==> src/sv/gva_pkg.sv <==
// Shared types and constants of the gravity velocity accumulator.
package gva_pkg;

  localparam int FRAC_BITS = 16;
  localparam int ACC_BITS  = 48;
  localparam int SQ_BITS   = 66;
  localparam int ROOT_BITS = 34;
  localparam int DIV_BITS  = 48;
  localparam int MUL_BITS  = 33;

  localparam logic [ACC_BITS-1:0] ACC_LIMIT   = '1;
  localparam logic [31:0]         GRAV_RESET  = 32'(1 << FRAC_BITS);
  localparam logic                ACT_LOAD    = 1'b0;
  localparam logic                ACT_APPLY   = 1'b1;
  localparam logic                REG_GRAV    = 1'b0;

  typedef struct packed {
    logic        action;
    logic [31:0] pos_x;
    logic [31:0] pos_y;
    logic [31:0] pos_z;
    logic [31:0] vel_in_x;
    logic [31:0] vel_in_y;
    logic [31:0] vel_in_z;
    logic [30:0] body_radius;
    logic [31:0] other_mass;
    logic [31:0] time_step;
  } in_item_t;

  typedef struct packed {
    logic [31:0] vel_x;
    logic [31:0] vel_y;
    logic [31:0] vel_z;
    logic        touching;
  } out_item_t;

  typedef enum logic [1:0] {
    KIND_LOAD,
    KIND_SKIP,
    KIND_APPLY
  } kind_t;

  // Queue entry: offsets for an apply, start velocity for a load
  typedef struct packed {
    kind_t       kind;
    logic [32:0] vx;
    logic [32:0] vy;
    logic [32:0] vz;
    logic [31:0] rsum;
    logic [31:0] mass;
    logic [31:0] dt;
  } entry_t;

  typedef struct packed {
    logic                start;
    logic [SQ_BITS-1:0]  rem0;
    logic [DIV_BITS-1:0] bits;
    logic [5:0]          nbits;
    logic [SQ_BITS-1:0]  den;
  } div_req_t;

  typedef struct packed {
    logic                busy;
    logic                done;
    logic [DIV_BITS-1:0] quo;
  } div_rsp_t;

endpackage

==> src/sv/gva_div.sv <==
// Restoring divider, one quotient bit per cycle.
module gva_div import gva_pkg::*; (
  input  logic     clk,
  input  logic     rst_n,
  input  div_req_t req,
  output div_rsp_t rsp
);

  logic [SQ_BITS-1:0]  rem_r, rem_nxt, den_r, den_nxt;
  logic [DIV_BITS-1:0] bits_r, bits_nxt, quo_r, quo_nxt;
  logic [5:0]          cnt_r, cnt_nxt;
  logic                busy_r, busy_nxt, done_r, done_nxt;
  logic [SQ_BITS:0]    trial, diff;

  assign rsp.busy = busy_r;
  assign rsp.done = done_r;
  assign rsp.quo  = quo_r;

  // Shift in one numerator bit, subtract the divisor where it fits
  always_comb begin
    trial    = {rem_r, bits_r[DIV_BITS-1]};
    diff     = trial - {1'b0, den_r};
    rem_nxt  = rem_r;
    den_nxt  = den_r;
    bits_nxt = bits_r;
    quo_nxt  = quo_r;
    cnt_nxt  = cnt_r;
    busy_nxt = busy_r;
    done_nxt = 1'b0;
    if (req.start) begin
      rem_nxt  = req.rem0;
      bits_nxt = req.bits;
      den_nxt  = req.den;
      cnt_nxt  = req.nbits;
      quo_nxt  = '0;
      busy_nxt = 1'b1;
    end else if (busy_r) begin
      bits_nxt = {bits_r[DIV_BITS-2:0], 1'b0};
      if (trial >= {1'b0, den_r}) begin
        rem_nxt = diff[SQ_BITS-1:0];
        quo_nxt = {quo_r[DIV_BITS-2:0], 1'b1};
      end else begin
        rem_nxt = trial[SQ_BITS-1:0];
        quo_nxt = {quo_r[DIV_BITS-2:0], 1'b0};
      end
      cnt_nxt = cnt_r - 1'b1;
      if (cnt_r == 6'd1) begin
        busy_nxt = 1'b0;
        done_nxt = 1'b1;
      end
    end
  end

  always_ff @(posedge clk) begin
    rem_r  <= rem_nxt;
    den_r  <= den_nxt;
    bits_r <= bits_nxt;
    quo_r  <= quo_nxt;
    if (!rst_n) begin
      cnt_r  <= '0;
      busy_r <= 1'b0;
      done_r <= 1'b0;
    end else begin
      cnt_r  <= cnt_nxt;
      busy_r <= busy_nxt;
      done_r <= done_nxt;
    end
  end

endmodule

==> config.mk <==
export PLATFORM = sky130hd
export DESIGN_NAME = gva_div
export DESIGN_NICKNAME = d
export VERILOG_FILES = /design/src/sv/gva_pkg.sv /design/src/sv/gva_div.sv
export SDC_FILE = /design/constraint.sdc
export NUM_CORES = 1
export LEC_CHECK = 0
export ABC_AREA = 1
export CAP_MARGIN = 20
export CORE_MARGIN = 3
export CORE_UTILIZATION = 43
export CTS_BUF_LIST = sky130_fd_sc_hd__clkbuf_4 sky130_fd_sc_hd__clkbuf_8
export CTS_CLUSTER_DIAMETER = 100
export DETAILED_ROUTE_END_ITERATION = 8
export DONT_BUFFER_PORTS = 1
export GPL_ROUTABILITY_DRIVEN = 0
export GPL_TIMING_DRIVEN = 0
export PLACE_DENSITY = 0.68
export SLEW_MARGIN = 20
export SYNTH_ARGS = -nofsm -noshare
export SYNTH_HDL_FRONTEND = slang
export SYNTH_SLANG_ARGS = --single-unit
==> constraint.sdc <==
create_clock -name clk -period 6.3 [get_ports clk]
set_clock_uncertainty 0.2 [all_clocks]
set_input_delay 0.315 -clock clk [delete_from_list [all_inputs] [get_ports clk]]
set_output_delay 0.315 -clock clk [all_outputs]
set_load 0.05 [all_outputs]
# Word-level counts from Yosys, hierarchy flattened
# Index checks and enable logic that the tools add are counted.
[classes] n_eq_ne=1 n_bitwise=2 muxes=12 order_cmp=1 n_reduce_logical=2 addsub=2
[ops] operator="$mux 66" count=3
[ops] operator="$mux 48" count=2
[ops] operator="$ge 67x66->1" count=1
[ops] operator="$sub 66x66->66" count=1
[ops] operator="$mux 6" count=2
[ops] operator="$eq 6x1->1 const B" count=1
[ops] operator="$sub 6x1->6 const B" count=1
[ops] operator="$mux 1" count=5
[ops] operator="$reduce_or 3->1" count=1
[ops] operator="$not 1->1" count=2
[ops] operator="$reduce_bool 2->1" count=1
[totals] elab_cells=27 ff_bits=236 inputBits=189

# Longest topological paths before layout
# Gate-level depths: netlist of run 1.
[depth] depth_word=4 ltp_mapped=19

# Worst setup path after synthesis of run 1
# OpenSTA, ideal clock, no wires.
[synth_timing] path_kind="in2reg" from="in req[186] in the netlist's numbering" to="reg bits_r[0], enable pin" stages=4 setup_ns=0.524 t_arrival_ns=3.975 setup_slack_ns=1.601 required_ns=5.576 cell_sequence="clkbuf_1 > nor2_1 > inv_2 > clkbuf_1"
[synth_between] elab_chain_cells=1
[synth_rtl] element="from (decl)" line_no="gva_div.sv:5" rtl="input div_req_t req,"
[synth_rtl] element="$reduce_bool 2->1 (no line)"
[synth_rtl] element="to (signal assigned)" line_no="gva_div.sv:57" rtl="bits_r <= bits_nxt;"
[synth_rtl] element="to (decl)" line_no="gva_div.sv:10" rtl="logic [DIV_BITS-1:0] bits_r, bits_nxt, quo_r, quo_nxt;"
# No other way between the ends.
# A chain may end at the register's enable or synchronous reset.

# Worst setup path in the final report of run 1
[layout_timing] from="reg den_r[0]" to="reg rem_r[60], data pin"
[layout_between] elab_chain_cells=4
[layout_rtl] element="from (decl)" line_no="gva_div.sv:9" rtl="logic [SQ_BITS-1:0] rem_r, rem_nxt, den_r, den_nxt;"
[layout_rtl] element="from (signal assigned)" line_no="gva_div.sv:56" rtl="den_r <= den_nxt;"
[layout_rtl] element="$sub 66x66->66 / $ge 67x66->1 (equally long branches)" line_no="gva_div.sv:22, gva_div.sv:39"
[layout_rtl] element="$mux 66 (*)" line_no="gva_div.sv:39" rtl="if (trial >= {1'b0, den_r}) begin"
[layout_rtl] element="$mux 66 (*)" line_no="gva_div.sv:37" rtl="end else if (busy_r) begin"
[layout_rtl] element="$mux 66 (*)" line_no="gva_div.sv:30" rtl="if (req.start) begin"
[layout_rtl] element="named net rem_nxt[60]" line_no="gva_div.sv:9"
[layout_rtl] element="to (signal assigned)" line_no="gva_div.sv:55" rtl="rem_r <= rem_nxt;"
[layout_rtl] element="to (decl)" line_no="gva_div.sv:9"
# Mark *: on every way through the listed nets, which the timed path passes. The rest lies on a longest branch. The select of a mux whose other input is x is not followed.

==> results_dict.tcl, run 1 <==
set metrics [dict create \
    post_cts_buffers 0 \
    clk_latency_ps 610 \
    cp_data_arrival_time_ps 3320 \
    die_w_um 200 \
    p_int_uw 3570 \
    die_y_um 200 \
    max_freq_mhz 314 \
    grt_overflow 0 \
    routed_wl_um 49600 \
    post-route-drc-count 0 \
    synth_nets 2559 \
    r2r_cells 16 \
    min_from "req[49]" \
    grt_pass1_vias 15200 \
    core-area_um2 36900 \
    grt_pass1_wl_um 78800 \
    synth_cell_type_count 40 \
    synth_xor_area_share_pct 2.16 \
    cp-end-kind "flip-flop" \
    swShare_pct 39.9 \
    relSlewSlack_pct 39.8 \
    cp.required_ps 6440 \
    whs_endpoint "den_r[49]" \
    worstHoldPathCells 1 \
    initial_core_util_pct 43.9 \
    status "complete, no violations" \
    postRouteAntennaNets 0 \
    ios 239 \
    ys.flop_type "edfxtp_1" \
    htreeDepth 2 \
    synth-edff-count 180 \
    numCtsBuffers 40 \
    pwr-share-seq_pct 33.5 \
    critPathLaunchType "flip-flop" \
    tns_ps 0 \
    power_frac_comb_pct 42.9 \
    final_max_slew_viol_count 0 \
    r2r-start "den_r[0]" \
    p_sw_uw 2370 \
    port_buffers 0 \
    fin_hold_ws_ps 133 \
    dr.pass1.iters 6 \
    avgSynthCellArea_um2 7.04 \
    worstMarginPinSlew_ps 902 \
    clk_path_buf_depth 3 \
    dp_hpwl_um 37500 \
    muxShareOfSynthArea_pct 0 \
    antenna_found_initial 2 \
    yosys.area_share.simple_pct 34.8 \
    clock-root-buffer "clkbuf_8" \
    final_core_util_pct 53.1 \
    grt_max_degree 67 \
    clock-sinks 236 \
    setup_viol 0 \
    leakagePower_uw 0.00964 \
    rsz0062_at_grt "false" \
    num_vias 15100 \
    clkTransAtPathRegs_ps 60 \
    cp_max_fo 4 \
    hold_viol_final 0 \
    detail_route.wl_per_cell_um 16.2 \
    final.min_clock_period_ps 3190 \
    ys_seq_area_share_pct 40.3 \
    synthArstFlopShare_pct 0 \
    r2r-end "rem_r[60]" \
    crit_path_start "den_r[0]" \
    synth_seq_cells 236 \
    synth_top_family_by_area "simple AND/OR/NAND/NOR gates" \
    die_area_um2 40000 \
    worst_ir_drop_vdd_v 0.000176 \
    power_frac_clock_pct 23.5 \
    grtUsageTotal_pct 24.4 \
    netlist_instances 2301 \
    via_per_inst 4.93 \
    cap_violations 0 \
    fin_crit_sh_pct 50.6 \
    synthToLayoutAreaGrowth_pct 21.0 \
    cts_tree "yes" \
    ys.warnings.count 0 \
    rows 70 \
    synth_adder_area_share_pct 5.38 \
    timing.reg2reg.setup_slack_ps 3110 \
    drt_iter0_markers 1169 \
    hp-class "input pin to flip-flop" \
    power_density_nw_per_um2 303 \
    synth_compound_gate_area_share_pct 4.78 \
    drive_gt1_share_pct 7.33 \
    layout.nets 2792 \
    synth_area_um2 16200 \
    crit_type "flip-flop to flip-flop" \
]
logic make-up (layout without fill, tap and decap cells):
logic type               Yosys count  in the layout
flip-flops                       236            236
XOR/XNOR                          40             40
AND/OR/NAND/NOR                 1318           1318
AO/OA/AOI/OAI                    138            138
other                              0              1
buffers and inverters            500            765
adder cells (fa/ha/maj)           69             69
final cells by class:
class                   count  area [µm²]
plain buffers              59         390
diodes                      1        2.50
inverters                 441        1660
flip-flops and latches    236        6530
fillers                  3559       17300
well taps                 504         631
multi-input cells        1565        7630
clock inverters            20         146
clock buffers              54         656
repair buffers            191        1960
routing by layer:
metal,vias to the layer above,GRT usage (%),part of all wire [%]
met1,6758,31.8,43
li1,7631,-,-
met4,0,8.82,3.6
met2,640,39.8,45
met5,-,0,0
met3,112,5.72,8.9
worst max path at each step:
stage	to	cells after the start
finish	rem_r[60]	16
global route	rem_r[62]	16
CTS	rem_r[60]	16
detailed placement	rem_r[60]	16
global placement	rem_r[46]	4
floorplan	bits_r[0]	4
cells in the mapped netlist, drive strengths merged, types with 33 or more instances:
cell,n,share of area [%]
inv,440,10
nor2,145,3.8
nand2,941,22
a21oi,56,1.8
nand3b,77,3.6
edfxtp,180,33
nand3,135,4.2
ha,68,5.3
xnor2,38,2.1
dfxtp,56,6.9
buf,33,1.8
o22ai,46,1.8
critical path: stages (launching register included):
cell	delay [ps]
edfxtp_1	420
ha_1	260
fa_1	440
nor2_1	180
o21ai_0	120
nand2_1	220
nand2_1	80
nand2_1	130
nand2_1	80
nand2_1	260
nand2_1	180
nand2_1	100
nand2_1	50
nand2_1	60
nand2_1	50
nand3_1	80
nand2_1	50
registers in the layout (all words and copies together) (netlist names):
signal	count
den_r	66
rem_r	66
bits_r	48
quo_r	48
cnt_r	6
busy_r	1
done_r	1
power by group through the flow:
stage,Clock [µW],Combinational [µW],Sequential [µW]
floorplan,0,1820,1990
global placement,0,2360,2020
detailed placement,0,2390,2010
CTS,1450,2510,1990
global route,1510,2850,2010
finish,1400,2550,1990
per-stage QoR:
step / area, µm² / power (µW) / setup WS, ps / std cells
global placement: 16800 / 4380 / 64.4 / 2805
CTS: 19600 / 5940 / 3170 / 3070
floorplan: 16200 / 3820 / 1600 / 2301
detailed placement: 16900 / 4400 / 3170 / 2807
global route: 19600 / 6370 / 2960 / 3071
finish: 19600 / 5940 / 3110 / 3071
what timing repair did:
| item | in CTS | in global routing |
|---|---|---|
| resized for setup | 0 | 0 |
| hold buffers | 189 | 0 |
| endpoints found under the hold margin | 254 | 0 |
| setup endpoints to repair | 0 | 0 |
placed cells by master (no fill, tap or decap), drive strengths merged, types with 2 or more instances in the layout:
cell / synthesis / routed
nand2: 941 / 941
inv: 440 / 441
dlygate4sd3: 0 / 188
edfxtp: 180 / 180
nor2: 145 / 145
nand3: 135 / 135
clkbuf: 26 / 80
nand3b: 77 / 77
ha: 68 / 68
dfxtp: 56 / 56
a21oi: 56 / 56
o22ai: 46 / 46
xnor2: 38 / 38
buf: 33 / 36
o21ai: 26 / 26
clkinv: 1 / 18
nor3: 9 / 9
nand4: 8 / 8
o21bai: 3 / 3
a31oi: 3 / 3
a21o: 2 / 2
xor2: 2 / 2
(Power assumes the default switching activity.)
==> run 2, diff against run 1 <==
--- a/config.mk
+++ b/config.mk
@@ -5,7 +5,7 @@
 export SDC_FILE = /design/constraint.sdc
 export NUM_CORES = 1
 export LEC_CHECK = 0
-export ABC_AREA = 1
+export ABC_AREA = 0
 export CAP_MARGIN = 20
 export CORE_MARGIN = 3
 export CORE_UTILIZATION = 43
==> constraint.sdc (replaced) <==
create_clock -name clk -period 3.2 [get_ports clk]
set_clock_uncertainty 0.2 [all_clocks]
set_input_delay 0.16 -clock clk [delete_from_list [all_inputs] [get_ports clk]]
set_output_delay 0.16 -clock clk [all_outputs]
set_load 0.05 [all_outputs]
==> run 2 against run 1 <==
The flow now finishes with violations (negative setup slack); maximum frequency down 12%; cell count down 32%; clock power up 120%; critical path depth down 3; hold slack worse by 110 ps; design area down 2.9%; non-clock buffer count up 80; worst setup slack worse by 3500 ps; highest routed layer is now met5.
==> results_dict.tcl, run 2 <==
set metrics [dict create \
    status "finished, violations left" \
    violations "negative setup slack" \
    synth_cell_type_count 62 \
    ys.flop_type "edfxtp_1" \
    ys.warnings.count 0 \
    relSlewSlack_pct 35.2 \
    detail_route.wl_per_cell_um 20.1 \
    clk_path_buf_depth 3 \
    synthTopCellsByCount "edfxtp_1 (180), a21oi_1 (108), nor2_1 (105), mux2_2 (91), nand2_1 (89)" \
    synth.area.top_cells "edfxtp_1 (39%), dfxtp_1 (8.0%), mux2_2 (7.3%), ha_1 (6.1%), a21oi_1 (3.9%)" \
    synth_top_area_cell "edfxtp_1" \
    final_cells 2093 \
    via_per_inst 5.51 \
    cpMaxStageDelayCell "edfxtp_1" \
    worstHoldPathCells 1 \
    power_density_nw_per_um2 767 \
    cp_data_arrival_time_ps 3730 \
    synth_seq_cells 236 \
    cp_num_cells 13 \
    post-route-drc-count 0 \
    netlist_instances 1314 \
    cap_violations 0 \
    num_vias 11500 \
    hp-class "input pin to flip-flop" \
    crit_buf_inv 2 \
    final.min_clock_period_ps 3630 \
    final_area_um2 19000 \
    cpLargestDelayFamily "compound AO/OA/AOI/OAI gates" \
    leakagePower_uw 0.00755 \
    antenna_found_initial 7 \
    crit_type "flip-flop to flip-flop" \
    path_cells "ha_4 > a21o_1 > a31oi_4 > o21ai_2 > a211oi_2 > a2111oi_2 > or3_4 > a31oi_4 > o21ai_4 > buf_6 > buf_12 > mux2_4 > mux2_4" \
    synthToLayoutAreaGrowth_pct 35.8 \
    grt_max_degree 67 \
    grt_overflow 0 \
    setup_viol 67 \
    clock-root-buffer "clkbuf_8" \
    synth_nets 1572 \
    fin_ws_ps -426 \
    post-place-cells 1751 \
    die_y_um 186 \
    rsz0062_at_grt "true" \
    cts_tree "yes" \
    dp_hpwl_um 26700 \
    grt_pass1_vias 11900 \
    clkTransAtPathRegs_ps 70 \
    tns_ps -23580 \
    synthArstFlopShare_pct 0 \
    worstMarginPinSlew_ps 972 \
    clk_latency_ps 580 \
    cp-end-kind "flip-flop" \
    htreeDepth 2 \
    fin_hold_ws_ps 22.6 \
    synth_most_common_cell "edfxtp_1" \
    timing.reg2reg.setup_slack_ps -430 \
    cp.required_ps 3300 \
    initial_core_util_pct 44.0 \
    max_freq_mhz 276 \
    grtUsageTotal_pct 23.0 \
    ys_seq_area_share_pct 46.6 \
    final_max_slew_viol_count 0 \
    cp_max_fo 5 \
    die_area_um2 34800 \
    r2r_cells 13 \
    critPathLaunchType "flip-flop" \
    port_buffers 0 \
    core-area_um2 31800 \
    slowest_delay_ps 440 \
    clock-sinks 236 \
    synth_top_area_share_pct 38.6 \
    layout_common_cells "dlygate4sd3_1 (221), edfxtp_1 (180), nor2_1 (103)" \
    synth-edff-count 180 \
    drt_iter0_markers 1000 \
    die_w_um 186 \
    avgSynthCellArea_um2 10.7 \
    final_common_cell "dlygate4sd3_1" \
    layout.nets 1879 \
    rows 65 \
    numCtsBuffers 43 \
    grt_pass1_wl_um 64700 \
    hold_viol_final 0 \
    worst_ir_drop_vdd_v 0.000390 \
    dr.pass1.iters 6 \
    largest_registers "den_r: 66 flops, rem_r: 66 flops" \
    pre_cts_slack_ps -976 \
    fin_crit_sh_pct 113 \
    ios 239 \
    drive_gt1_share_pct 23.7 \
    routed_wl_um 42100 \
    postRouteAntennaNets 0 \
    synth_area_um2 14000 \
    placed_cell_area_um2 14700 \
]
## run 2: layout make-up
type | instances | area (µm²)
tap | 435 | 544
clock buffer | 57 | 703
buffer | 46 | 350
timing repair buffer | 284 | 2810
inverter | 85 | 319
multi-input combinational | 925 | 7580
antenna | 6 | 15.0
fill | 2549 | 12800
sequential | 236 | 6530
clock inverter | 19 | 175
## run 2: what timing repair did
item	in CTS	in global routing
gates resized for setup	68	124
buffers inserted	28	30
pin swaps	21	34
endpoints found under the setup margin	67	106
hold buffers	220	2
gates cloned	1	1
hold endpoints to repair	254	2
## run 2: path summary, 6_finish.rpt
kind,start,end
setup reg to reg,rem_r[39],rem_r[49]
hold / removal,req[24],den_r[24]
hold reg to reg,bits_r[46],bits_r[47]
setup / recovery,rem_r[39],rem_r[49]
## run 2: metrics by stage
step | power, µW | utilization [%]
floorplan | 8740 | -
global placement | 9780 | 46.0
detailed placement | 9880 | 46.2
CTS | 13700 | 57.5
global route | 15400 | 59.8
finish | 14600 | 59.8
## run 2: report_power, final
| part | switching [µW] | total [µW] | leakage [µW] | internal (µW) |
|---|---|---|---|---|
| Clock | 1370 | 3060 | 0.000474 | 1690 |
| Combinational | 3670 | 7290 | 0.00483 | 3620 |
| Sequential | 317 | 4250 | 0.00225 | 3930 |
| Total | 5360 | 14600 | 0.00755 | 9240 |
## run 2: cells by family after synthesis
| family | count (synthesis) | share of synthesized area, % |
|---|---|---|
| XOR/XNOR | 65 | 4.06 |
| multiplexers | 176 | 14.5 |
| adder cells (fa/ha/maj) | 69 | 6.22 |
| flip-flops | 236 | 46.6 |
| AO/OA/AOI/OAI | 290 | 13.1 |
| AND/OR/NAND/NOR | 325 | 11.0 |
| buffers and inverters | 153 | 4.53 |
## run 2: routing by layer
layer / share of wire (%) / global-route usage (%) / vias to the layer above
met5: 0.045 / 0 / -
met4: 3.9 / 9.04 / 4
met3: 7.4 / 5.22 / 136
met2: 47 / 37.7 / 486
met1: 42 / 29.8 / 5463
li1: - / - / 5436
==> run 3, diff against run 2 <==
--- a/config.mk
+++ b/config.mk
@@ -7,6 +7,8 @@
 export LEC_CHECK = 0
 export ABC_AREA = 0
 export CAP_MARGIN = 20
+export CELL_PAD_IN_SITES_DETAIL_PLACEMENT = 1
+export CELL_PAD_IN_SITES_GLOBAL_PLACEMENT = 1
 export CORE_MARGIN = 3
 export CORE_UTILIZATION = 43
 export CTS_BUF_LIST = sky130_fd_sc_hd__clkbuf_4 sky130_fd_sc_hd__clkbuf_8
@@ -15,7 +17,7 @@
 export DONT_BUFFER_PORTS = 1
 export GPL_ROUTABILITY_DRIVEN = 0
 export GPL_TIMING_DRIVEN = 0
-export PLACE_DENSITY = 0.68
+export PLACE_DENSITY = 0.8
 export SLEW_MARGIN = 20
 export SYNTH_ARGS = -nofsm -noshare
 export SYNTH_HDL_FRONTEND = slang
==> run 3 against run 2 <==
Non-clock buffer count increased by 40; via count increased by 11%; design area increased by 3.7%; core utilization increased by 2.2 points; sequential power increased by 2%; the run still ends with negative setup slack left; wire length increased by 38%; global-route usage increased by 7.4 points; first-iteration DRC count decreased by 6.2%; register-to-register slack got worse by 170 ps; worst setup slack got worse by 170 ps.
==> results_dict.tcl, run 3 (synthesis results as in run 2) <==
set metrics [dict create \
    status "finished, violations left" \
    violations "negative setup slack" \
    drive_gt1_share_pct 24.9 \
    grt_max_degree 67 \
    hold_viol_final 0 \
    die_area_um2 34800 \
    clk_path_buf_depth 3 \
    rows 65 \
    routed_wl_um 58000 \
    fin_crit_sh_pct 118 \
    dr.pass1.iters 5 \
    layout_common_cells "dlygate4sd3_1 (254), edfxtp_1 (180), nor2_1 (103)" \
    largest_registers "den_r: 66 flops, rem_r: 66 flops" \
    cts_tree "yes" \
    final_common_cell "dlygate4sd3_1" \
    final_area_um2 19700 \
    max_freq_mhz 264 \
    via_per_inst 6.00 \
    leakagePower_uw 0.00777 \
    postRouteAntennaNets 0 \
    layout.nets 1917 \
    placed_cell_area_um2 14700 \
    cp.required_ps 3330 \
    worstMarginPinSlew_ps 1440 \
    final_core_util_pct 62.0 \
    rsz0062_at_grt "true" \
    worstHoldPathCells 2 \
    core-area_um2 31800 \
    cp_max_fo 7 \
    power_density_nw_per_um2 813 \
    htreeDepth 2 \
    dp_hpwl_um 30300 \
    clkTransAtPathRegs_ps 80 \
    tns_ps -33970 \
    worst_ir_drop_vdd_v 0.000485 \
    port_buffers 0 \
    die_y_um 186 \
    grt_overflow 0 \
    cp_data_arrival_time_ps 3920 \
    initial_core_util_pct 44.0 \
    cap_violations 0 \
    detail_route.wl_per_cell_um 27.3 \
    hp-class "input pin to flip-flop" \
    crit_type "flip-flop to flip-flop" \
    clk_latency_ps 630 \
    fin_ws_ps -591 \
    setup_viol 67 \
    grtUsageTotal_pct 30.4 \
    grt_pass1_wl_um 82300 \
    critPathLaunchType "flip-flop" \
    cp-end-kind "flip-flop" \
    ios 239 \
    final_max_slew_viol_count 0 \
    post-route-drc-count 0 \
    final.min_clock_period_ps 3790 \
    relSlewSlack_pct 4.12 \
    pre_cts_slack_ps -1130 \
    synthToLayoutAreaGrowth_pct 40.9 \
    drt_iter0_markers 938 \
    num_vias 12800 \
    antenna_found_initial 5 \
    clock-sinks 236 \
    die_w_um 186 \
    r2r_cells 10 \
    numCtsBuffers 41 \
    grt_pass1_vias 13800 \
    clock-root-buffer "clkbuf_8" \
]
run 3: cell count changes in the layout (fill, tap and decap cells not counted), sizes merged:
cell | before | now
bufinv | 3 | 4
clkinv | 12 | 7
dlygate4sd3 | 221 | 254
clkbuf | 83 | 86
diode | 6 | 7
clkdlybuf4s15 | 1 | 0
buf | 82 | 87
inv | 89 | 87
run 3: area by class of cell:
type,instances,area (µm²)
well taps,435,544
multi-input cells,925,7820
diodes,7,17.5
plain buffers,48,370
fillers,3231,12100
clock buffers,57,703
inverters,85,319
repair buffers,322,3270
flip-flops and latches,236,6530
clock inverters,13,169
run 3: timing repair:
| item | in CTS | in global routing |
|---|---|---|
| buffers inserted | 26 | 35 |
| hold buffers | 254 | 1 |
| gates resized for setup | 79 | 171 |
| hold endpoints to repair | 254 | 1 |
| cloned | 3 | 3 |
| pin swaps | 15 | 60 |
| endpoints found under the setup margin | 67 | 67 |
run 3: path summary, 6_finish.rpt:
kind,startpoint,end,slack (ps)
worst max-delay path,rem_r[33],rem_r[57],-590
worst min-delay path,req[144],rem_r[24],100
worst max register to register,rem_r[33],rem_r[57],-590
worst min register to register,bits_r[22],bits_r[23],360
run 3: critical path: stages (launching register included):
cell	delay, ps
edfxtp_1	460
ha_1	430
nand2_1	240
or3_1	450
a211oi_1	490
o211ai_1	270
nand3_2	190
a21oi_1	100
xnor2_1	130
mux2_4	260
mux2_2	280
run 3: power by group:
part	internal [µW]	total (µW)	switching [µW]	leakage (µW)
clock network	1750	3180	1440	0.000459
registers	3940	4340	407	0.00225
logic	3990	8500	4510	0.00507
total	9670	16000	6360	0.00777
run 3: layer usage:
metal  wire length, µm  GRT usage (%)  share of wire (%)
met2             30200           56.4                 52
met1             21100           33.7                 36
met4              3120           13.8                5.4
met3              3620           5.62                6.2
met5                11              0              0.019
run 3: metrics by stage:
step / std cells / hold WS (ps) / power [µW]
2_1_floorplan: 1314 / 58.9 / 8740
3_3_place_gp: 1749 / 58.9 / 9860
3_5_place_dp: 1751 / 58.9 / 10100
4_1_cts: 2101 / -439 / 14100
5_1_grt: 2126 / 95.3 / 16700
6_report: 2128 / 102 / 16000
